[src/sv/ascii_command_gpio_expander_assert.svh]
// assertion macros for the ascii command gpio expander
`ifndef ASCII_COMMAND_GPIO_EXPANDER_ASSERT_SVH
`define ASCII_COMMAND_GPIO_EXPANDER_ASSERT_SVH

// same-cycle implication, checked outside reset
`define ACGX_ASSERT_NOW(lbl, ante, cons, msg) \
  lbl: assert property (@(posedge clk) disable iff (rst) (ante) |-> (cons)) \
    else $error(msg);

// next-cycle implication, checked outside reset
`define ACGX_ASSERT_NEXT(lbl, ante, cons, msg) \
  lbl: assert property (@(posedge clk) disable iff (rst) (ante) |=> (cons)) \
    else $error(msg);

`endif

[src/sv/acgx_pkg.sv]
// shared types, constants and helper functions of the gpio expander
`default_nettype none
package acgx_pkg;

  localparam int CHANNELS = 16;
  localparam logic [15:0] CHAN_MASK = 16'((33'd1 << CHANNELS) - 33'd1);
  localparam int MAX_BYTES = 6;

  // io_mode codes
  localparam logic [1:0] MODE_IN  = 2'd0;
  localparam logic [1:0] MODE_OUT = 2'd1;

  // configuration register indexes
  localparam logic CFG_IO_MODE = 1'b0;
  localparam logic CFG_VERBOSE = 1'b1;

  // ascii codes
  localparam logic [7:0] CH_STAR  = 8'h2A;
  localparam logic [7:0] CH_BANG  = 8'h21;
  localparam logic [7:0] CH_UP_R  = 8'h52;
  localparam logic [7:0] CH_LO_R  = 8'h72;
  localparam logic [7:0] CH_UP_D  = 8'h44;
  localparam logic [7:0] CH_UP_H  = 8'h48;
  localparam logic [7:0] CH_UP_L  = 8'h4C;
  localparam logic [7:0] CH_UP_E  = 8'h45;
  localparam logic [7:0] CH_UP_Q  = 8'h51;
  localparam logic [7:0] CH_ZERO  = 8'h30;
  localparam logic [7:0] CH_NINE  = 8'h39;
  localparam logic [7:0] CH_UP_A  = 8'h41;
  localparam logic [7:0] CH_UP_F  = 8'h46;
  localparam logic [7:0] CH_LO_A  = 8'h61;
  localparam logic [7:0] CH_LO_F  = 8'h66;

  // hex value marking a non-hex character
  localparam logic [4:0] HEX_BAD = 5'd16;

  // one queued request: reply bytes plus state snapshot after the request
  typedef struct packed {
    logic [MAX_BYTES-1:0][7:0] bytes;
    logic [2:0]                nbytes;
    logic [15:0]               dout;
    logic                      quit;
    logic                      cont;
  } entry_t;

  // queue status toward both sides
  typedef struct packed {
    logic full;
    logic empty;
  } fifo_stat_t;

  // ascii character to hex value, HEX_BAD if not a hex digit
  function automatic logic [4:0] hex_val(input logic [7:0] c);
    logic [4:0] v;
    v = HEX_BAD;
    if (c >= CH_ZERO && c <= CH_NINE) v = 5'(c - CH_ZERO);
    else if (c >= CH_UP_A && c <= CH_UP_F) v = 5'(c - CH_UP_A + 8'd10);
    else if (c >= CH_LO_A && c <= CH_LO_F) v = 5'(c - CH_LO_A + 8'd10);
    return v;
  endfunction

  // nibble to uppercase hex character
  function automatic logic [7:0] hex_char(input logic [3:0] d);
    logic [7:0] c;
    if (d < 4'd10) c = CH_ZERO + {4'd0, d};
    else c = CH_UP_A + {4'd0, d} - 8'd10;
    return c;
  endfunction

endpackage
`default_nettype wire

[src/sv/ascii_command_gpio_expander.sv]
// top level of the ascii command gpio expander
// A 16-channel I/O block run by decoded ASCII commands and report ticks.
// Each request yields up to six reply bytes, one per cycle through the
// output register while out_stall is low; a request with no reply yields
// one result with byte_valid low and last high. The front end decodes a
// request and updates the output levels, report flag and quit flag in the
// cycle it is taken, and can take one request per cycle while its two-entry
// queue has room, so the sustained rate is set by the output serializer.
// Configuration writes (io_mode at index 0, verbose at index 1) take effect
// on the next cycle. The user must make them only while no request is in
// flight; the block itself does not enforce this.
`default_nettype none
module ascii_command_gpio_expander import acgx_pkg::*; (
  input  wire logic        clk,
  input  wire logic        rst,
  input  wire logic        cfg_write,
  input  wire logic        cfg_index,
  input  wire logic [1:0]  cfg_data,
  input  wire logic        in_valid,
  output logic             in_stall,
  input  wire logic        func,
  input  wire logic [4:0]  cmd_length,
  input  wire logic [7:0]  char_0,
  input  wire logic [7:0]  char_1,
  input  wire logic [7:0]  char_2,
  input  wire logic [7:0]  char_3,
  input  wire logic [7:0]  char_4,
  input  wire logic [15:0] din_levels,
  output logic             out_valid,
  input  wire logic        out_stall,
  output logic             byte_valid,
  output logic [7:0]       reply_byte,
  output logic             last,
  output logic [15:0]      dout_levels,
  output logic             quit_request,
  output logic             continuous_on
);

`include "ascii_command_gpio_expander_assert.svh"

  entry_t     entry;
  entry_t     head;
  fifo_stat_t fifo_stat;
  logic       accept;
  logic       pop;

  assign in_stall = fifo_stat.full;
  assign accept   = in_valid && !in_stall;

  // decode
  acgx_front u_front (
    .clk        (clk),
    .rst        (rst),
    .cfg_write  (cfg_write),
    .cfg_index  (cfg_index),
    .cfg_data   (cfg_data),
    .accept     (accept),
    .func       (func),
    .cmd_length (cmd_length),
    .char_0     (char_0),
    .char_1     (char_1),
    .char_2     (char_2),
    .char_3     (char_3),
    .char_4     (char_4),
    .din_levels (din_levels),
    .entry      (entry)
  );

  // request queue
  acgx_fifo u_fifo (
    .clk      (clk),
    .rst      (rst),
    .push     (accept),
    .wr_entry (entry),
    .pop      (pop),
    .head     (head),
    .stat     (fifo_stat)
  );

  // reply serializer
  acgx_back u_back (
    .clk           (clk),
    .rst           (rst),
    .head          (head),
    .stat          (fifo_stat),
    .pop           (pop),
    .out_stall     (out_stall),
    .out_valid     (out_valid),
    .byte_valid    (byte_valid),
    .reply_byte    (reply_byte),
    .last          (last),
    .dout_levels   (dout_levels),
    .quit_request  (quit_request),
    .continuous_on (continuous_on)
  );

  // checks
  `ACGX_ASSERT_NEXT(a_quit_sticky, quit_request, quit_request, "quit flag cleared")
  `ACGX_ASSERT_NOW(a_no_byte, out_valid && !byte_valid, last && reply_byte == 8'd0, "bad no-byte")
  `ACGX_ASSERT_NEXT(a_drain, !fifo_stat.empty && (!out_valid || !out_stall), out_valid, "stuck")

endmodule
`default_nettype wire

[src/sv/acgx_front.sv]
// front end: takes requests, decodes commands, updates state, builds replies
`default_nettype none
module acgx_front import acgx_pkg::*; (
  input  wire logic        clk,
  input  wire logic        rst,
  input  wire logic        cfg_write,
  input  wire logic        cfg_index,
  input  wire logic [1:0]  cfg_data,
  input  wire logic        accept,
  input  wire logic        func,
  input  wire logic [4:0]  cmd_length,
  input  wire logic [7:0]  char_0,
  input  wire logic [7:0]  char_1,
  input  wire logic [7:0]  char_2,
  input  wire logic [7:0]  char_3,
  input  wire logic [7:0]  char_4,
  input  wire logic [15:0] din_levels,
  output entry_t           entry
);

  logic [1:0]  io_mode;
  logic        verbose;
  logic [15:0] levels, levels_next;
  logic        report, report_next;
  logic        quit, quit_next;

  logic        din_ok, dout_ok;
  logic [15:0] din_m;
  logic [4:0]  h1, h2, h3, h4;
  logic [MAX_BYTES-1:0][7:0] b;
  logic [2:0]  n;

  assign din_ok  = (io_mode == MODE_IN);
  assign dout_ok = (io_mode == MODE_OUT);
  assign din_m   = din_levels & CHAN_MASK;
  assign h1 = hex_val(char_1);
  assign h2 = hex_val(char_2);
  assign h3 = hex_val(char_3);
  assign h4 = hex_val(char_4);

  // command decode and reply build
  always_comb begin
    levels_next = levels;
    report_next = report;
    quit_next   = quit;
    b = '0;
    n = 3'd0;
    if (func) begin
      if (report && din_ok) begin
        b = {CH_STAR, hex_char(din_m[3:0]), hex_char(din_m[7:4]),
             hex_char(din_m[11:8]), hex_char(din_m[15:12]), CH_LO_R};
        n = 3'd6;
      end
    end else if (cmd_length != 5'd0) begin
      case (char_0) inside
        CH_UP_R, CH_LO_R: begin
          if (cmd_length != 5'd1 || !din_ok) begin
            b[0] = CH_BANG; b[1] = CH_STAR; n = 3'd2;
          end else if (char_0 == CH_LO_R) begin
            report_next = 1'b1;
          end else begin
            report_next = 1'b0;
            b = {CH_STAR, hex_char(din_m[3:0]), hex_char(din_m[7:4]),
                 hex_char(din_m[11:8]), hex_char(din_m[15:12]), CH_UP_R};
            n = 3'd6;
          end
        end
        CH_UP_D: begin
          if (cmd_length != 5'd5 || !dout_ok || h1[4] || h2[4] || h3[4] || h4[4]) begin
            b[0] = CH_BANG; b[1] = CH_STAR; n = 3'd2;
          end else begin
            levels_next = {h1[3:0], h2[3:0], h3[3:0], h4[3:0]} & CHAN_MASK;
            if (verbose) begin
              b = {CH_STAR, char_4, char_3, char_2, char_1, CH_UP_D};
              n = 3'd6;
            end
          end
        end
        CH_UP_H, CH_UP_L: begin
          if (cmd_length != 5'd2 || !dout_ok || h1[4] ||
              32'(h1) >= 32'(CHANNELS)) begin
            b[0] = CH_BANG; b[1] = CH_STAR; n = 3'd2;
          end else begin
            levels_next[h1[3:0]] = (char_0 == CH_UP_H);
            levels_next = levels_next & CHAN_MASK;
            if (verbose) begin
              b[0] = char_0; b[1] = char_1; b[2] = CH_STAR; n = 3'd3;
            end
          end
        end
        CH_UP_E: begin
          if (cmd_length != 5'd1) begin
            b[0] = CH_BANG; b[1] = CH_STAR; n = 3'd2;
          end else begin
            report_next = 1'b0;
            b[0] = CH_UP_E; b[1] = CH_STAR; n = 3'd2;
          end
        end
        CH_UP_Q: begin
          if (cmd_length != 5'd1) begin
            b[0] = CH_BANG; b[1] = CH_STAR; n = 3'd2;
          end else begin
            quit_next = 1'b1;
            b[0] = CH_UP_Q; b[1] = CH_STAR; n = 3'd2;
          end
        end
        default: begin
          b[0] = CH_BANG; b[1] = CH_STAR; n = 3'd2;
        end
      endcase
    end
  end

  // queue entry carries the state as it stands after this request
  always_comb begin
    entry.bytes  = b;
    entry.nbytes = n;
    entry.dout   = levels_next;
    entry.quit   = quit_next;
    entry.cont   = report_next;
  end

  // configuration registers
  always_ff @(posedge clk) begin
    if (rst) begin
      io_mode <= MODE_IN;
      verbose <= 1'b0;
    end else if (cfg_write) begin
      if (cfg_index == CFG_IO_MODE) io_mode <= cfg_data;
      else verbose <= cfg_data[0];
    end
  end

  // block state
  always_ff @(posedge clk) begin
    if (rst) begin
      levels <= '0;
      report <= 1'b0;
      quit   <= 1'b0;
    end else if (accept) begin
      levels <= levels_next;
      report <= report_next;
      quit   <= quit_next;
    end
  end

endmodule
`default_nettype wire

[src/sv/acgx_fifo.sv]
// two-entry queue between decode and reply serializer
`default_nettype none
module acgx_fifo import acgx_pkg::*; (
  input  wire logic   clk,
  input  wire logic   rst,
  input  wire logic   push,
  input  wire entry_t wr_entry,
  input  wire logic   pop,
  output entry_t      head,
  output fifo_stat_t  stat
);

  entry_t     mem [2];
  logic       wr_ptr, rd_ptr;
  logic [1:0] count;

  assign head       = mem[rd_ptr];
  assign stat.full  = (count == 2'd2);
  assign stat.empty = (count == 2'd0);

  // storage
  always_ff @(posedge clk) begin
    if (push) mem[wr_ptr] <= wr_entry;
  end

  // pointers and fill count
  always_ff @(posedge clk) begin
    if (rst) begin
      wr_ptr <= 1'b0;
      rd_ptr <= 1'b0;
      count  <= 2'd0;
    end else begin
      if (push) wr_ptr <= ~wr_ptr;
      if (pop) rd_ptr <= ~rd_ptr;
      count <= count + {1'b0, push} - {1'b0, pop};
    end
  end

endmodule
`default_nettype wire

[src/sv/acgx_back.sv]
// back end: sends queued replies one byte per cycle through the output register while out_stall is low
`default_nettype none
module acgx_back import acgx_pkg::*; (
  input  wire logic        clk,
  input  wire logic        rst,
  input  wire entry_t      head,
  input  wire fifo_stat_t  stat,
  output logic             pop,
  input  wire logic        out_stall,
  output logic             out_valid,
  output logic             byte_valid,
  output logic [7:0]       reply_byte,
  output logic             last,
  output logic [15:0]      dout_levels,
  output logic             quit_request,
  output logic             continuous_on
);

  logic [2:0] idx;
  logic       load;
  logic       has_bytes;
  logic       is_last;

  assign load      = !out_valid || !out_stall;
  assign has_bytes = (head.nbytes != 3'd0);
  assign is_last   = !has_bytes || (idx == head.nbytes - 3'd1);
  assign pop       = load && !stat.empty && is_last;

  // byte index within the current request
  always_ff @(posedge clk) begin
    if (rst) begin
      idx <= 3'd0;
    end else if (load && !stat.empty) begin
      idx <= is_last ? 3'd0 : idx + 3'd1;
    end
  end

  // output register
  always_ff @(posedge clk) begin
    if (rst) begin
      out_valid     <= 1'b0;
      byte_valid    <= 1'b0;
      reply_byte    <= '0;
      last          <= 1'b0;
      dout_levels   <= '0;
      quit_request  <= 1'b0;
      continuous_on <= 1'b0;
    end else if (load) begin
      out_valid <= !stat.empty;
      if (!stat.empty) begin
        byte_valid    <= has_bytes;
        reply_byte    <= has_bytes ? head.bytes[idx] : 8'd0;
        last          <= is_last;
        dout_levels   <= head.dout;
        quit_request  <= head.quit;
        continuous_on <= head.cont;
      end
    end
  end

endmodule
`default_nettype wire
[config.mk]
export PLATFORM = sky130hd
export DESIGN_NAME = ascii_command_gpio_expander
export DESIGN_NICKNAME = d
export VERILOG_FILES = /design/src/sv/acgx_pkg.sv /design/src/sv/ascii_command_gpio_expander.sv /design/src/sv/acgx_front.sv /design/src/sv/acgx_fifo.sv /design/src/sv/acgx_back.sv
export VERILOG_INCLUDE_DIRS = /design/src /design/src/sv
export SDC_FILE = /design/constraint.sdc
export NUM_CORES = 1
export LEC_CHECK = 0
export BUFFER_PORTS_ARGS = -buffer_cell sky130_fd_sc_hd__buf_2
export CORE_UTILIZATION = 60
export DETAILED_ROUTE_END_ITERATION = 6
export PLACE_DENSITY = 0.81
export SYNTH_ARGS = -nofsm -noshare
export SYNTH_HDL_FRONTEND = slang
export SYNTH_HIERARCHICAL = 1
export SYNTH_SLANG_ARGS = --single-unit
export TNS_END_PERCENT = 20
[constraint.sdc]
create_clock -name clk -period 10.8 [get_ports clk]
set_input_delay 0.54 -clock clk [delete_from_list [all_inputs] [get_ports clk]]
set_output_delay 0.54 -clock clk [all_outputs]
set_load 0.05 [all_outputs]
=== Word-level counts from Yosys, hierarchy flattened ===
Memories as Yosys holds them, arrays and structs flattened. A register that Yosys moved wholly into a read port is not among the register bits.
Cells that the tools add are included.

* Register bits: 57
* RAM bits: 138
* Input port bits: 70
* Output and inout port bits: 30
* Logic and storage cells: 233
* Memories kept: 1

* Add/subtract/negate cells: 36
* Order comparisons: 32
* Equality and inequality tests: 13
* Muxes and demuxes: 87
* Bitwise logic cells: 4
* Reductions and logical operators: 44

{| class="wikitable"
|+ Memory list
! name !! words !! width !! rd ports !! clocked after Yosys merged registers in !! write ports !! RTL line !! text
|-
| u_fifo.mem || 2 || 69 || 1 || 1 || 1 || acgx_fifo.sv:13 || <nowiki>entry_t mem [2];</nowiki>
|}

{| class="wikitable"
|+ Operators with widths
! operator !! number
|-
| $mux 16 || 15
|-
| $mux 46 || 3
|-
| $mux 48 || 2
|-
| $mux 8 || 10
|-
| $ge 8x7->1 const B || 8
|-
| $le 8x7->1 const B || 8
|-
| $mux 5 || 12
|-
| $eq 8x7->1 const B || 7
|-
| $mux 22 || 2
|-
| $add 5x4->5 const B || 8
|-
| $sub 5x1->5 const B || 8
|-
| $mux 3 || 11
|-
| $add 7x4->8 const A || 4
|-
| $ge 8x6->1 const B || 4
|-
| $le 8x6->1 const B || 4
|-
| $mux 32 || 1
|-
| $sub 8x4->8 const B || 4
|-
| $mux 30 || 1
|-
| $add 6x4->7 const A || 4
|-
| $bmux 8 s3 || 1
|-
| $mux 24 || 1
|-
| $mux 1 || 22
|-
| $sub 5x5->5 const B || 4
|-
| $logic_and 1x1->1 || 17
|-
| 27 further kinds || 55
|}

=== Logic depth before layout (Yosys ltp) ===
Gate-level depths: netlist of run 1.

* Word-level depth: 16
* Depth in mapped cells: 13
* Mapped depth without buffers: 11

=== By module ===
Netlist of run 1, hierarchy kept.

{| class="wikitable"
|+ Modules (own cells, without submodules)
! module !! times used !! cells each !! area an instance (um2) !! sequential area each (um2)
|-
| acgx_fifo || 1 || 236 || 5237.5 || 4244.1
|-
| acgx_front || 1 || 537 || 3716.1 || 420.4
|-
| acgx_back || 1 || 185 || 1587.8 || 640.6
|-
| ascii_command_gpio_expander || 1 || 1 || 13.8 || 0.0
|}

=== Least setup slack after synthesis of run 1 ===
OpenSTA, ideal clock, no wires.

* Path type: register to register
* Start point: register u_fifo.count[1]
* End point: memory u_fifo/mem[0][0] in the netlist's numbering (enable)
* Library setup time: 0.505 ns
* Arrival: 4.010 ns
* Required time: 10.295 ns
* Path slack: 6.285 ns
* Stages on the path, launching flop included: 4
* Buffers on the path: 0
* Clock period less this slack: 4.515 ns
* Cells stage by stage: dfxtp_1 -> nor2b_1 -> nor2b_4 -> nor2b_1

* Longest elaborated chain between the ends: 5

{| class="wikitable"
|+ Ends and longest elaborated chain
! what !! RTL line !! text
|-
| start, declared || acgx_fifo.sv:15 || <nowiki>logic [1:0] count;</nowiki>
|-
| start signal, assigned || acgx_fifo.sv:35 || <nowiki>count <= count + {1'b0, push} - {1'b0, pop};</nowiki>
|-
| $eq 2x2->1 || acgx_fifo.sv:18 || <nowiki>assign stat.full = (count == 2'd2);</nowiki>
|-
| via in_stall || ascii_command_gpio_expander.sv:20 || <nowiki>output logic in_stall,</nowiki>
|-
| $logic_not 1->1 || ascii_command_gpio_expander.sv:48 || <nowiki>assign accept = in_valid && !in_stall;</nowiki>
|-
| $logic_and 1x1->1 || ascii_command_gpio_expander.sv:48 ||
|-
| via accept || ascii_command_gpio_expander.sv:44 || <nowiki>logic accept;</nowiki>
|-
| $mux 1 || acgx_fifo.sv:23 || <nowiki>if (push) mem[wr_ptr] <= wr_entry;</nowiki>
|-
| $mux 1 (not written as such) || acgx_fifo.sv:23 ||
|-
| end, declared || acgx_fifo.sv:13 ||
|}

The timed path passes the listed nets, and every way through them passes these cells.

==> PnR_summary.wiki, run 1 <==
{| class="wikitable"
! Metric !! Value
|-
| Global router's overall resource usage || 0.281
|-
| Number of different library cells in the post-synthesis netlist || 89
|-
| Max-slew violation total from the final report || 0
|-
| Cell Rows || 48
|-
| Height of the chip || roughly 130 um
|-
| Kind of end point of the critical path || register
|-
| Launch point of the worst hold path || cfg_data[0]
|-
| Share of the clock period used by the worst path after layout || 0.339
|-
| Crit-path max FO || between 40 and 50
|-
| Worst-path clk slew || about 0.070 ns
|-
| Detailed router's first-iteration violation count || around 910
|-
| Number of buffers on the longest clock path || 2
|-
| Max Clock Skew || around 0.0073 ns
|-
| Cell leakage power || 4.38 nW
|-
| Worst relative slew slack || 0.356
|-
| Cells after Synth || ~960
|-
| Pwr Total || 2.38 mW
|-
| Setup TNS Final || 0 ns
|-
| DP Worst Slack || 7.13 ns
|-
| Number of endpoints failing setup at the final stage || 0
|-
| Final design utilization || 0.677
|-
| Total Routed Length || 24700 um
|-
| Clock sink count || 196
|-
| Share of the synthesized area in the top cell type || 0.393
|-
| Worst-Margin Slew || ~0.97 ns
|-
| Area of the multi-input gates || 4830 um2
|-
| Via count || between 7000 and 8000
|-
| Pwr Density || 204 nW/um2
|-
| Met1 demand-to-capacity share in global routing || 0.392
|-
| Quantity of hold-fixing buffers added after cts || 0
|-
| Number of optimization iterations in the first detailed-route pass || 6
|-
| Post-detailed-route via-to-cell ratio || 6.17
|-
| TritonCTS clock tree || yes
|-
| Placeable core region || 17200 um2
|-
| Synthesized area || 10600 um2
|-
| Wire length of the first global-routing pass || 38800 um
|-
| Boundary Pins || 100
|-
| Starting Density || 0.612
|-
| Part of the Yosys area used for sequential elements || 0.503
|-
| Synthesis-stage register bit count || 196
|-
| CTS HTree Levels || 4
|-
| Cell types with the largest area share after synthesis || edfxtp_1, dfxtp_1, mux2_2
|-
| Type of the worst setup path || reg2reg
|-
| Insertion delay of the later-clocked pin in the worst-skew pair || approximately 0.44 ns
|-
| Maximum vdd drop || 195 uV
|-
| Half-perimeter wire length after placement || 17300 um
|-
| Filler Cell Count || between 1000 and 1500
|-
| Proportion of register bits with asynchronous set or reset after synthesis || 0
|-
| Horizontal die dimension || 135 um
|-
| CTS root buf || clkbuf_16
|-
| Outcome || finished clean
|-
| Number of enable-type register cells in the synthesized netlist || ~140
|-
| Global route total overflow || 0
|-
| Most frequently used cell type in the post-synthesis netlist || edfxtp_1
|-
| Min Tclk post-route || 3.66 ns
|-
| Final hold viol count || 0
|-
| Worst setup SP type || register
|-
| Via count of the first global-routing pass || 7234
|-
| Dominant synthesized flop cell || edfxtp_1
|-
| Top cells by count, synth || edfxtp_1, nand2_1, nor2_1, a21oi_1, mux2_2
|-
| Layout-stage area growth over the synthesis result || 10.5%
|-
| WP data arrival || 4.03 ns
|-
| Placed cells || 1245
|-
| Smallest setup slack after layout || 7.14 ns
|-
| Average detailed-routed wire length per instance || 19.3 um
|-
| Register Area || approximately 5300 um2
|-
| Clock buffer count from CTS || 17
|-
| Top Usage Layer GRT || met2
|-
| Max-cap violations || 0
|-
| Cell type with the highest aggregate area in the netlist || edfxtp_1
|-
| Share of cells above drive strength 1 || 0.239
|-
| CP required || between 10 and 15 ns
|-
| GR Util met3 || 0.0518
|-
| Global Route met2 Usage || 0.438
|-
| Number of diodes || 0
|-
| Residual antenna-violating net count after detailed routing || 0
|-
| Post-cts gate resize count || 0
|-
| RSZ-0062 raised after global routing || no
|-
| Die footprint || 18100 um2
|-
| Mean area per synthesized cell || 11.0 um2
|-
| Antenna violations before repair || 0
|-
| Final non-filler cell total || 1277
|-
| Type of the tightest min-delay check || in2reg
|-
| Total of buffers placed on input and output ports || between 90 and 100
|-
| Pin count of the biggest net entering global routing || 70
|-
| Highest attainable clock frequency || ~0.27 GHz
|-
| DRC errors left || 0
|-
| Synth Warn # || 6
|-
| Final net count || 1130
|-
| Number of buffers inserted by post-CTS setup repair || 0
|-
| Routability cong. || a little over 0.9
|}
[registers in the layout, indices dropped and copies added, names as in the netlist, named ones only]
register / count
u_front/io_mode: 2
u_back/quit_request: 1
u_front/levels: 16
u_front/report: 1
u_fifo/count: 2
u_back/continuous_on: 1
u_fifo/wr_ptr: 1
u_back/last: 1
u_back/out_valid: 1
u_fifo/rd_ptr: 1
u_back/idx: 3
u_back/dout_levels: 16
u_front/verbose: 1
u_front/quit: 1
u_back/reply_byte: 8
u_fifo/mem: 138
u_back/byte_valid: 1
[critical path, stage by stage, from the launching register on]
cell and delay (ns):
dfxtp_2 0.83, buf_4 0.60, mux2_2 0.42, inv_1 0.09, ha_1 0.24, xor2_1 0.14
nand3_1 0.16, a21oi_1 0.31, ha_1 0.29, inv_1 0.05, ha_1 0.14, xnor3_1 0.20
nor2_1 0.09
[through the flow]
stage	cell area [um2]	hold slack, ns
2_1_floorplan	10600	0.431
3_3_place_gp	11100	0.436
3_5_place_dp	11100	0.444
4_1_cts	11700	0.353
5_1_grt	11700	0.369
6_report	11700	0.367
[final timing paths]
kind	slack, ns	cells after the start	to
min reg2reg	0.45	2	u_back/reply_byte[6]$_SDFFE_PP0P_
max reg2reg	7.14	12	u_fifo/count[1]$_SDFF_PP0_
max	7.14	12	u_fifo/count[1]$_SDFF_PP0_
min	0.37	3	u_front/verbose$_SDFFE_PP0P_
[logic make-up (layout without fill, tap and decap cells)]
logic type	after synthesis	count (layout)	synth area share
flops	196	196	0.503
xor+xnor	15	15	0.0151
other cells	1	10	0.000355
mux	100	100	0.117
buf+inv	86	170	0.0441
compound gates	215	215	0.137
simple gates	325	325	0.159
fa+ha+maj	21	21	0.0249
[cell usage in the layout (no fill, tap or decap), drive strengths merged, types with 15 or more instances in the layout]
cell | netlist | final
mux2 | 72 | 72
clkbuf | 17 | 17
buf | 38 | 107
nand2 | 121 | 121
nor2b | 18 | 18
dfxtp | 58 | 58
edfxtp | 138 | 138
nand4 | 15 | 15
ha | 21 | 21
nor2 | 74 | 74
o21ai | 63 | 63
a21oi | 70 | 70
mux2i | 20 | 20
nand3 | 24 | 24
inv | 31 | 36
[metal layers]
layer / part of all wire / wire length [um] / up-vias
li1: - / - / 3672
met1: 0.43 / 10600 / 3740
met2: 0.46 / 11400 / 412
met3: 0.082 / 2020 / 56
met4: 0.029 / 705 / 0
met5: 0 / 0 / -
[power by group]
group          internal (mW)  leakage [nW]  switching, mW
Sequential             0.958          1.80         0.0664
Combinational          0.291          2.32          0.458
Clock                  0.323         0.267          0.285
Total                   1.57          4.38          0.810
[layout make-up]
class                      instances  share of cell area
clock buffer                      17              0.0365
clock inverter                    15              0.0128
inverter                          31             0.00998
multi-input combinational        686               0.414
sequential                       196               0.455
tap                              225              0.0241
timing repair buffer             107              0.0476
Power figures use the tool's default switching activity.
==> run 2, diff against run 1 <==
==> constraint.sdc (replaced) <==
create_clock -name clk -period 3.52 [get_ports clk]
set_input_delay 0.176 -clock clk [delete_from_list [all_inputs] [get_ports clk]]
set_output_delay 0.176 -clock clk [all_outputs]
set_load 0.05 [all_outputs]
==> run 2 against run 1 <==
Net effect: first-iteration DRC count is 6.3% lower; clock-buffer cell count increased by 3; power grew to 3.1 times the previous value; cell count grew 0.39%; via count shrank 0.44%; largest power group unchanged.
==> PnR_summary.wiki, run 2 (synthesized netlist as in run 1, its figures left out) <==
{| class="wikitable"
! Metric !! Value
|-
| Share of cells above drive strength 1 || 0.237 (was 0.239)
|-
| Detailed router's first-iteration violation count || 851 (was 908)
|-
| Average detailed-routed wire length per instance || 19.6 um (was 19.3 um)
|-
| Flop pwr share || 0.420 (was 0.430)
|-
| CTS root buf || clkbuf_16 (unchanged)
|-
| Antenna violations before repair || 0 (unchanged)
|-
| Global router's overall resource usage || 0.288 (was 0.281)
|-
| Cell Rows || 48 (unchanged)
|-
| Most common cell after layout, fill and taps aside || edfxtp_1 (unchanged)
|-
| Cell leakage power || 4.42 nW (was 4.38 nW)
|-
| Highest attainable clock frequency || 0.366 GHz (was 0.273 GHz)
|-
| Comb pwr share || 0.325 (was 0.315)
|-
| Max-cap violations || 0 (unchanged)
|-
| Worst-Margin Slew || 0.987 ns (was 0.966 ns)
|-
| Family of cells with the greatest summed delay on the critical path || buffers and inverters (was flip-flops)
|-
| Placeable core region || 17200 um2 (unchanged)
|-
| Worst relative slew slack || 0.338 (was 0.356)
|-
| Final design utilization || 0.680 (was 0.677)
|-
| Top flop regs || u_fifo/mem x138, u_back/dout_levels x16, u_front/levels x16 (unchanged)
|-
| Layout-stage area growth over the synthesis result || 11.0% (was 10.5%)
|-
| Number of optimization iterations in the first detailed-route pass || 5 (was 6)
|-
| Pwr Density || 628 nW/um2 (was 204 nW/um2)
|-
| Min Tclk post-route || 2.74 ns (was 3.66 ns)
|-
| Global route total overflow || 0 (unchanged)
|-
| Die footprint || 18100 um2 (unchanged)
|-
| Clock share of power || 0.255 (about the same)
|-
| DRC errors left || 0 (unchanged)
|-
| Type of the worst setup path || reg2reg (unchanged)
|-
| Worst setup SP type || register (unchanged)
|-
| Post-detailed-route via-to-cell ratio || 6.12 (was 6.17)
|-
| Residual antenna-violating net count after detailed routing || 0 (unchanged)
|-
| TritonCTS clock tree || yes (unchanged)
|-
| Top library cells by usage in the layout, fill and taps aside || edfxtp_1, nand2_1, buf_2, nor2_1, a21oi_1 (unchanged)
|-
| Number of buffers on the longest clock path || 2 (unchanged)
|-
| Delay contributed by the slowest stage of the critical path || 0.41 ns (was 0.83 ns)
|-
| Number of diodes || 0 (unchanged)
|-
| Pin count of the biggest net entering global routing || 70 (unchanged)
|-
| Internal power || 4.90 mW (was 1.57 mW)
|-
| Kind of end point of the critical path || register (unchanged)
|-
| Buffer and inverter count on the worst path || 2 (was 3)
|-
| Register Area || 5310 um2 (unchanged)
|-
| CP required || 3.88 ns (was 11.17 ns)
|-
| Via count || 7845 (was 7880)
|-
| Total Routed Length || 25200 um (was 24700 um)
|-
| Share of total power consumed by net switching || 0.335 (was 0.340)
|-
| Net switching power figure || 2.47 mW (was 0.810 mW)
|-
| Height of the chip || 135 um (unchanged)
|-
| Maximum vdd drop || 558 uV (was 195 uV)
|-
| Outcome || finished clean (unchanged)
|-
| Total of buffers placed on input and output ports || 99 (unchanged)
|-
| WP data arrival || 3.10 ns (was 4.03 ns)
|-
| CTS HTree Levels || 4 (unchanged)
|-
| Setup TNS Final || 0 ns (unchanged)
|-
| Final hold viol count || 0 (unchanged)
|-
| Highest-delay cell along the critical path || buf_4 (was dfxtp_2)
|-
| Final net count || 1135 (was 1130)
|-
| Register bank with the most flops || u_fifo/mem (unchanged)
|-
| Half-perimeter wire length after placement || 17900 um (was 17300 um)
|-
| Horizontal die dimension || 135 um (unchanged)
|-
| Max-slew violation total from the final report || 0 (unchanged)
|-
| Filler Cell Count || 1303 (was 1278)
|-
| Worst-path clk slew || 0.07 ns (about the same)
|-
| Cell-by-cell trace of the critical path || buf_4 > mux2_2 > xnor3_1 > nand3_1 > a21oi_1 > ha_1 > inv_1 > ha_1 > xnor3_1 > nor2_1 (was buf_4 > mux2_2 > inv_1 > ha_1 > xor2_1 > nand3_1 > a21oi_1 > ha_1 > inv_1 > ha_1 > xnor3_1 > nor2_1)
|-
| Clock sink count || 196 (unchanged)
|-
| RSZ-0062 raised after global routing || no (unchanged)
|-
| Share of the clock period used by the worst path after layout || 0.777 (was 0.339)
|-
| Clock buffer count from CTS || 17 (unchanged)
|-
| Max Clock Skew || 0.0133 ns (was 0.00734 ns)
|-
| Routability cong. || 0.922 (was 0.934)
|-
| Boundary Pins || 100 (unchanged)
|-
| Number of buffers inserted by post-CTS setup repair || 0 (unchanged)
|-
| Crit-path max FO || 29 (was 41)
|-
| Worst R2R Setup Slack || 0.78 ns (was 7.14 ns)
|-
| Max reg flops || 138 (unchanged)
|-
| Area of the multi-input gates || 4830 um2 (unchanged)
|-
| Number of endpoints failing setup at the final stage || 0 (unchanged)
|-
| Wire length of the first global-routing pass || 39800 um (was 38800 um)
|-
| Via count of the first global-routing pass || 7420 (was 7234)
|-
| Starting Density || 0.612 (unchanged)
|-
| Type of the tightest min-delay check || in2reg (unchanged)
|-
| Insertion delay of the later-clocked pin in the worst-skew pair || 0.44 ns (about the same)
|}
run 2: changes by cell type in the layout (fill, tap and decap cells not counted):
cell,previous run,this run
inv_6,4,1
dlygate4sd3_1,0,1
clkinvlp_4,5,3
clkinv_1,0,1
bufinv_16,1,2
clkbuf_1,0,3
buf_4,8,10
clkinv_2,2,3
clkinv_8,1,0
buf_12,0,2
run 2: worst min-delay path, stage by stage:
cell and delay, ns:
buf_2 0.10, nand3b_1 0.07, a21oi_1 0.05
run 2: layer usage:
metal,vias up,global-route usage,share of wire
met4,0,0.0905,0.018
met3,35,0.0477,0.077
met2,388,0.452,0.47
met1,3725,0.409,0.43
met5,-,0,0
li1,3697,-,-
run 2: final timing paths:
kind	cells past startpoint	to	start
worst max register to register	10	u_fifo/count[1]$_SDFF_PP0_	register
worst max-delay path	10	u_fifo/count[1]$_SDFF_PP0_	register
worst min-delay path	3	u_front/io_mode[1]$_SDFFE_PP0P_	cfg_data[1]
worst min register to register	2	u_back/reply_byte[7]$_SDFFE_PP0P_	u_back/reply_byte[7]$_SDFFE_PP0P_
run 2: final cells by class:
type,instances,area share
sequential,196,0.453
multi-input combinational,686,0.412
timing repair buffer,112,0.0530
clock buffer,20,0.0373
tap,225,0.0240
clock inverter,12,0.0111
inverter,31,0.00993
run 2: power by group through the flow:
| stage | clock [mW] | combinational (mW) | sequential (mW) |
|---|---|---|---|
| CTS | 1.90 | 2.39 | 3.10 |
| finish | 1.88 | 2.39 | 3.09 |
| floorplan | 0 | 1.45 | 3.52 |
| detailed placement | 0 | 2.37 | 3.14 |
| global route | 2.00 | 2.57 | 3.13 |
| global placement | 0 | 2.34 | 3.12 |
run 2: through the flow:
stage	std cells	cell area [um2]	worst slack [ns]	total power [mW]	hold slack, ns
after floorplan	968	10600	0.318	4.97	0.248
after global placement	1249	11100	0.561	5.45	0.426
after detailed placement	1249	11100	0.495	5.51	0.440
after CTS	1282	11700	0.782	7.38	0.00313
after global routing	1282	11700	0.564	7.70	0.0276
final	1282	11700	0.785	7.37	0.0120
run 2: timing repair:
item	4_1_cts	5_1_grt
hold endpoints to repair	1	0
resized for setup	0	0
hold buffers	1	0
